[src/rtl/acld_pkg.sv]
// shared types, codes and constants of the addressed command line decoder
`timescale 1ns / 1ps

package acld_pkg;

  localparam int LINE_BUFFER_BYTES_DEFAULT = 64;
  localparam int KEPT_CHARS = 5;

  localparam int BYTE_W  = 8;
  localparam int EVENT_W = 4;
  localparam int INDEX_W = 4;
  localparam int CFG_IDX_W = 2;
  localparam int OUT_W = BYTE_W + EVENT_W + INDEX_W + BYTE_W;

  typedef enum logic [EVENT_W-1:0] {
    EV_NONE        = 4'd0,
    EV_PAUSE       = 4'd1,
    EV_RESTART     = 4'd2,
    EV_SWITCH      = 4'd3,
    EV_NOT_OURS    = 4'd4,
    EV_BAD_FORMAT  = 4'd5,
    EV_BAD_COMMAND = 4'd6,
    EV_BAD_INDEX   = 4'd7,
    EV_OVERFLOW    = 4'd8
  } event_t;

  localparam logic [CFG_IDX_W-1:0] CFG_ID_FIRST       = 2'd0;
  localparam logic [CFG_IDX_W-1:0] CFG_ID_SECOND      = 2'd1;
  localparam logic [CFG_IDX_W-1:0] CFG_PLAYLIST_COUNT = 2'd2;

  localparam logic [BYTE_W-1:0] ID_FIRST_RESET  = 8'd56;
  localparam logic [BYTE_W-1:0] ID_SECOND_RESET = 8'd49;
  localparam logic [INDEX_W-1:0] PLAYLIST_COUNT_RESET = 4'd4;

  localparam logic [BYTE_W-1:0] CH_NUL   = 8'h00;
  localparam logic [BYTE_W-1:0] CH_CR    = 8'h0d;
  localparam logic [BYTE_W-1:0] CH_LF    = 8'h0a;
  localparam logic [BYTE_W-1:0] CH_SPACE = 8'h20;
  localparam logic [BYTE_W-1:0] CH_P     = 8'h50;
  localparam logic [BYTE_W-1:0] CH_R     = 8'h52;
  localparam logic [BYTE_W-1:0] CH_S     = 8'h53;
  localparam logic [BYTE_W-1:0] CH_ZERO  = 8'h30;
  localparam logic [BYTE_W-1:0] CH_LOW_A = 8'h61;
  localparam logic [BYTE_W-1:0] CH_LOW_Z = 8'h7a;
  localparam logic [BYTE_W-1:0] CASE_MASK = 8'hdf;

endpackage

[src/rtl/addressed_command_line_decoder.sv]
// addressed command line decoder: per-byte echo and line command decode
// a result is registered and appears in the output register in the cycle after its byte is accepted
// throughput: one byte per cycle unless the output stalls; the output register refills while its result is taken
// every byte gives exactly one result; the line state is one register set updated per byte
// reset: synchronous active-high rst clears the line state and the output valid flag and
// restores the id registers to "81" and the playlist count to 4
`timescale 1ns / 1ps

module addressed_command_line_decoder
  import acld_pkg::*;
#(
  parameter int LINE_BUFFER_BYTES = LINE_BUFFER_BYTES_DEFAULT
) (
  input  logic                 clk,
  input  logic                 rst,
  // rx_byte[7:0]
  input  logic [BYTE_W-1:0]    s_tdata,
  input  logic                 s_tvalid,
  output logic                 s_tready,
  // echo_byte[7:0], event_res[11:8], playlist_index[15:12], offending_byte[23:16]
  output logic [OUT_W-1:0]     m_tdata,
  output logic                 m_tvalid,
  input  logic                 m_tready,
  input  logic                 cfg_valid,
  output logic                 cfg_ready,
  input  logic [CFG_IDX_W-1:0] cfg_index,
  input  logic [BYTE_W-1:0]    cfg_data
);

  localparam int LEN_W = $clog2(LINE_BUFFER_BYTES);
  localparam logic [LEN_W-1:0] LEN_LIMIT = LEN_W'(LINE_BUFFER_BYTES - 1);

  logic [BYTE_W-1:0]  id_first;
  logic [BYTE_W-1:0]  id_second;
  logic [INDEX_W-1:0] playlist_count;

  logic [LEN_W-1:0]   line_length, line_length_next;
  logic [BYTE_W-1:0]  leading_chars [KEPT_CHARS];
  logic [BYTE_W-1:0]  leading_chars_next [KEPT_CHARS];
  logic               discarding, discarding_next;

  logic               out_valid;
  logic [BYTE_W-1:0]  out_echo;
  event_t             out_event, event_next;
  logic [INDEX_W-1:0] out_index, index_next;
  logic [BYTE_W-1:0]  out_offend, offend_next;

  logic               accept;
  logic               term;
  logic [BYTE_W-1:0]  ch;
  logic [BYTE_W-1:0]  digit_off;

  assign s_tready  = !rst && (!out_valid || m_tready);
  assign cfg_ready = !rst;
  assign accept    = s_tvalid && s_tready;

  assign m_tvalid = out_valid;
  assign m_tdata  = {out_offend, out_index, out_event, out_echo};

  assign term = (s_tdata == CH_CR) || (s_tdata == CH_LF) || (s_tdata == CH_NUL);
  assign digit_off = leading_chars[4] - CH_ZERO;

  always_comb begin
    ch = s_tdata;
    if (term) begin
      ch = CH_NUL;
    end else if (s_tdata >= CH_LOW_A && s_tdata <= CH_LOW_Z) begin
      ch = s_tdata & CASE_MASK;
    end
  end

  always_comb begin
    line_length_next = line_length;
    leading_chars_next = leading_chars;
    discarding_next = discarding;
    event_next = EV_NONE;
    index_next = '0;
    offend_next = '0;
    if (discarding) begin
      if (term) begin
        discarding_next = 1'b0;
        line_length_next = '0;
        for (int i = 0; i < KEPT_CHARS; i++) leading_chars_next[i] = '0;
      end
    end else if (line_length >= LEN_LIMIT) begin
      event_next = EV_OVERFLOW;
      line_length_next = '0;
      for (int i = 0; i < KEPT_CHARS; i++) leading_chars_next[i] = '0;
      discarding_next = !term;
    end else if (term) begin
      line_length_next = '0;
      for (int i = 0; i < KEPT_CHARS; i++) leading_chars_next[i] = '0;
      // unused positions are kept at zero, so short lines read zeros there
      if (leading_chars[0] == CH_NUL) begin
        event_next = EV_NONE;
      end else if (leading_chars[0] != id_first || leading_chars[1] != id_second) begin
        event_next = EV_NOT_OURS;
      end else if (leading_chars[2] != CH_SPACE) begin
        event_next = EV_BAD_FORMAT;
      end else if (leading_chars[3] == CH_P) begin
        event_next = EV_PAUSE;
      end else if (leading_chars[3] == CH_R) begin
        event_next = EV_RESTART;
      end else if (leading_chars[3] == CH_S) begin
        if (leading_chars[4] >= CH_ZERO &&
            digit_off < {{(BYTE_W-INDEX_W){1'b0}}, playlist_count}) begin
          event_next = EV_SWITCH;
          index_next = digit_off[INDEX_W-1:0];
        end else begin
          event_next = EV_BAD_INDEX;
        end
      end else begin
        event_next = EV_BAD_COMMAND;
        offend_next = leading_chars[3];
      end
    end else begin
      for (int i = 0; i < KEPT_CHARS; i++) begin
        if (line_length == LEN_W'(i)) leading_chars_next[i] = ch;
      end
      line_length_next = line_length + 1'b1;
    end
  end

  always_ff @(posedge clk) begin
    if (rst) begin
      id_first <= ID_FIRST_RESET;
      id_second <= ID_SECOND_RESET;
      playlist_count <= PLAYLIST_COUNT_RESET;
    end else if (cfg_valid && cfg_ready) begin
      case (cfg_index)
        CFG_ID_FIRST:       id_first <= cfg_data;
        CFG_ID_SECOND:      id_second <= cfg_data;
        CFG_PLAYLIST_COUNT: playlist_count <= cfg_data[INDEX_W-1:0];
        default: ;
      endcase
    end
  end

  always_ff @(posedge clk) begin
    if (rst) begin
      line_length <= '0;
      discarding <= 1'b0;
      for (int i = 0; i < KEPT_CHARS; i++) leading_chars[i] <= '0;
    end else if (accept) begin
      line_length <= line_length_next;
      discarding <= discarding_next;
      leading_chars <= leading_chars_next;
    end
  end

  always_ff @(posedge clk) begin
    if (rst) begin
      out_valid <= 1'b0;
    end else if (accept) begin
      out_valid <= 1'b1;
    end else if (m_tready) begin
      out_valid <= 1'b0;
    end
  end

  // payload holds while a request waits on the output side
  always_ff @(posedge clk) begin
    if (accept) begin
      out_echo <= s_tdata;
      out_event <= event_next;
      out_index <= index_next;
      out_offend <= offend_next;
    end
  end

endmodule

[config.mk]
export PLATFORM = sky130hd
export DESIGN_NAME = addressed_command_line_decoder
export DESIGN_NICKNAME = d
export VERILOG_FILES = /design/src/rtl/acld_pkg.sv /design/src/rtl/addressed_command_line_decoder.sv
export SDC_FILE = /design/constraint.sdc
export NUM_CORES = 1
export LEC_CHECK = 0
export ABC_AREA = 1
export ABC_CLOCK_PERIOD_IN_PS = 3400
export BUFFER_PORTS_ARGS = -buffer_cell sky130_fd_sc_hd__buf_4
export CAP_MARGIN = 25
export CORE_ASPECT_RATIO = 2
export CORE_UTILIZATION = 60
export DETAILED_ROUTE_END_ITERATION = 10
export PLACE_DENSITY = 0.92
export REMOVE_ABC_BUFFERS = 1
export SYNTH_ARGS = -nofsm -noshare
export SYNTH_HDL_FRONTEND = slang
export SYNTH_SLANG_ARGS = --single-unit
[constraint.sdc]
create_clock -name clk -period 3.4 [get_ports clk]
set_input_delay 0.34 -clock clk [delete_from_list [all_inputs] [get_ports clk]]
set_output_delay 0.34 -clock clk [all_outputs]
set_load 0.01 [all_outputs]
==> impl.org <==
** Synth
- In the post-synthesis netlist, the biggest area contributors are dfxtp_1 31%, edfxtp_1 16%, nor2_1 12%.
- After synthesis the netlist holds a flip-flop and latch count of a little over 90.
- Sequential-to-total area share from yosys stat :: 0.471
- Post-synth EDFFs :: 24
- Area of the mapped netlist :: between 4000 and 5000 um^2
- Each instance of the synthesized netlist takes up on average between 7 and 8 um^2.
- Cell count after synthesis :: approximately 600
- Most frequently used flop master after synthesis :: dfxtp_1
- Number of distinct library cells after synthesis :: 33
- For this run, the number of Yosys warnings is 0.
- Of all cell types, the one taking the most synthesized area is dfxtp_1.
- Of the post-synthesis cell area, the dominant cell type holds 0.308.
- In the synthesized netlist the async set-or-reset flop fraction comes to 0.

** Run
- Across the run, the number of max-cap violations was 0.

** Floorplan
- For this design the top-level I/O count stands at 50.
- Overall die height :: around 120 um
- Row generation in the floorplan step produced 43 rows.
- The region available for standard cell placement spans roughly 7000 um^2.
- The initial utilization of the core area, before any placement, comes to 0.627.
- Die Width :: 62.7 um
- Die outline area :: between 7000 and 8000 um^2

** Drt
- For this run, the detailed router's first-pass iteration total came to 6.
- Total wire length after detailed routing :: 10,300 um
- Per-cell routed wire length :: 13.9 um
- The count of nets left with antenna violations once routing finished came out at 0.
- Detailed routing inserted a total of approximately 4.1k vias.
- Drt drc :: 0
- Violation count after the first detailed-routing iteration :: roughly 330
- Using the TritonRoute via totals, the vias-per-cell ratio works out to roughly 5.5.

** CTS
- The number of gates resized after CTS was 0.
- Count of buffers added by post-CTS timing repair for setup :: 0
- No sink is reached through more buffers than the 2 on the longest clock path.
- The clock tree synthesis step divided the H-tree into 3 levels.
- Post-CTS clock slew at the launch and capture registers of the worst setup and hold paths :: ~0.060 ns
- The clock reaches the later pin of the worst-skew pair after approximately 0.34 ns.
- Num CTS Buffers :: 9
- TritonCTS clock tree :: done
- Number of buffers inserted for hold repair after clock tree synthesis :: 0
- Clock root buffer :: clkbuf_16
- # clock sinks :: between 90 and 100

** Pwr
- Power spread over the standard cell area amounts to roughly 460 nW/um^2.
- Power consumption :: between 2 and 2.5 mW
- Worst IR Drop VDD :: ~0.33 mV
- The analysis attributes to cell leakage a power of ~2.2 nW.

** STA
- Static timing analysis puts the maximum clock frequency at approximately 450 MHz.
- Sum Neg Setup Slack :: 0 ns
- The final count of pins violating max slew was 0.
- Post-route clock period utilization :: 0.651
- At the pin with the least slew margin, the transition time is roughly 0.9 ns.
- Final worst clock skew :: 0.00592 ns
- Relative slew slack :: 0.397
- Final Hold Vio Count :: 0
- RSZ-0062 raised after global routing :: no
- Final Critical Period :: approximately 2.2 ns
- In the post-route analysis, the smallest setup slack over all paths is 1.19 ns.
- Number of setup violations in the final report :: 0

** GRT
- Largest net degree at the start of global routing :: between 60 and 70
- Global route overflow :: 0
- The number of antenna violations at the first check in global routing came to 0.
- Across every metal layer, demand over resource in global routing totals 0.286.
- Vias in the first global route :: between 3k and 4k
- Wire length of the first global-routing pass :: 17,100 um

** Finish
- 0 antenna diodes ended up in the layout.
- At the end of the flow, the number of nets in the layout was 676.
- The sequential cells in the finished layout cover a total of approximately 2100 um^2.
- Filler cells :: ~550
- From synthesis to final layout, the design area changed by 15.0%.
- The finished layout holds 741 standard cells, fillers aside.
- Most common cell after layout, fill and taps aside :: nor2_1
- Once layout is complete, the utilization of the core stands at 0.721.
- Fraction of final layout cells with drive strength greater than 1 :: 0.146
- The library cells used most frequently in the layout, excluding fill and tap cells, are 142 x nor2_1, 131 x nand2_1, 68 x dfxtp_1.
- In the final layout, the multi-input gates occupy ~2000 um^2.

** Worst hold path
- HP Start :: s_tdata[5]
- Worst min-delay path category :: input port to flop

** Placed design
- Pre-CTS setup slack :: around 1.2 ns
- I/O Buffers :: between 40 and 50
- At the end of routability-driven placement, the weighted congestion stood at between 0.8 and 0.9.
- HPWL Detailed :: just over 7000 um
- Including well taps, the total number of placed cells is 725.

** Critical path
- In this run the critical register-to-register path is launched from line_length[0]$_SDFFE_PP0P_.
- The worst setup path is captured at a flop.
- Setup crit start kind :: flop
- In this run the worst setup path begins at line_length[0]$_SDFFE_PP0P_.
- In this run the worst path has a maximum fanout of 9.
- For the worst setup path, the data arrival time is about 2.4 ns.
- Required time of the critical path :: between 3 and 4 ns
- The critical path is of the flop to flop type.

** Run status
- The flow ran to the end, and the final reports show no timing, DRC or antenna violations.
[cell families after synthesis]
family | Yosys count | synth area share
and+or+nand+nor | 361 | 0.362
DFF | 92 | 0.471
buffers and inverters | 89 | 0.0861
AOI/OAI and AO/OA | 46 | 0.0549
adders and majority gates | 7 | 0.0198
xor gates and xnor gates | 3 | 0.00595
[sequential cells by signal, indices dropped and copies added (netlist names)]
name	flops
leading_chars	40
id_first	8
out_index	4
id_second	8
out_offend	8
playlist_count	4
m_tvalid	1
out_event	4
out_echo	8
line_length	6
discarding	1
[final cells by class]
cell class | instances | area share
timing repair buffer | 52 | 0.0768
multi-input combinational | 417 | 0.385
tap | 90 | 0.0222
inverter | 74 | 0.0551
sequential | 92 | 0.410
clock inverter | 6 | 0.00615
clock buffer | 10 | 0.0451
[power breakdown]
part	internal, mW	total (mW)	leakage [nW]	switching [mW]
registers	1.16	1.18	0.776	0.0247
clock network	0.487	0.886	0.129	0.399
logic	0.0891	0.245	1.34	0.156
[critical path: stages, from the launching register on]
cell and delay (ns):
dfxtp_1 0.35, ha_1 0.26, nand3_2 0.11, nor2_1 0.07, nor2_1 0.47, nand4_1 0.25
nor2_2 0.24, nand3_2 0.18, nor2_1 0.15
[final timing paths]
kind | endpoint | slack, ns | cells past startpoint
worst max-delay path | out_offend[3]$_SDFFCE_PP0P_ | 1.19 | 8
worst min-delay path | out_echo[5]$_DFFE_PP_ | 0.19 | 1
worst max register to register | out_offend[3]$_SDFFCE_PP0P_ | 1.19 | 8
worst min register to register | playlist_count[1]$_SDFFE_PP0P_ | 0.47 | 2
[per-layer routing]
metal	wire (um)	track usage	share of wire
met2	5530	0.537	0.54
met5	0	0	0
met3	612	0.0406	0.060
met4	548	0.218	0.053
met1	3590	0.277	0.35
[Yosys cell counts, drive strengths merged, types with 3 or more instances]
library cell	instances
o211ai	5
clkinv	3
ha	7
nor2	143
nand4	9
buf	13
nand3	64
o21ai	21
nand2	135
nor3	5
inv	71
dfxtp	68
edfxtp	24
a21oi	20
[through the flow]
| step | cell area (um^2) | hold slack [ns] |
|---|---|---|
| 6_report | 5080 | 0.189 |
| 5_1_grt | 5080 | 0.190 |
| 4_1_cts | 5080 | 0.187 |
| 3_5_place_dp | 4820 | 0.460 |
| 3_3_place_gp | 4820 | 0.440 |
| 2_1_floorplan | 4320 | 0.409 |
Power figures use the tool's default switching activity.
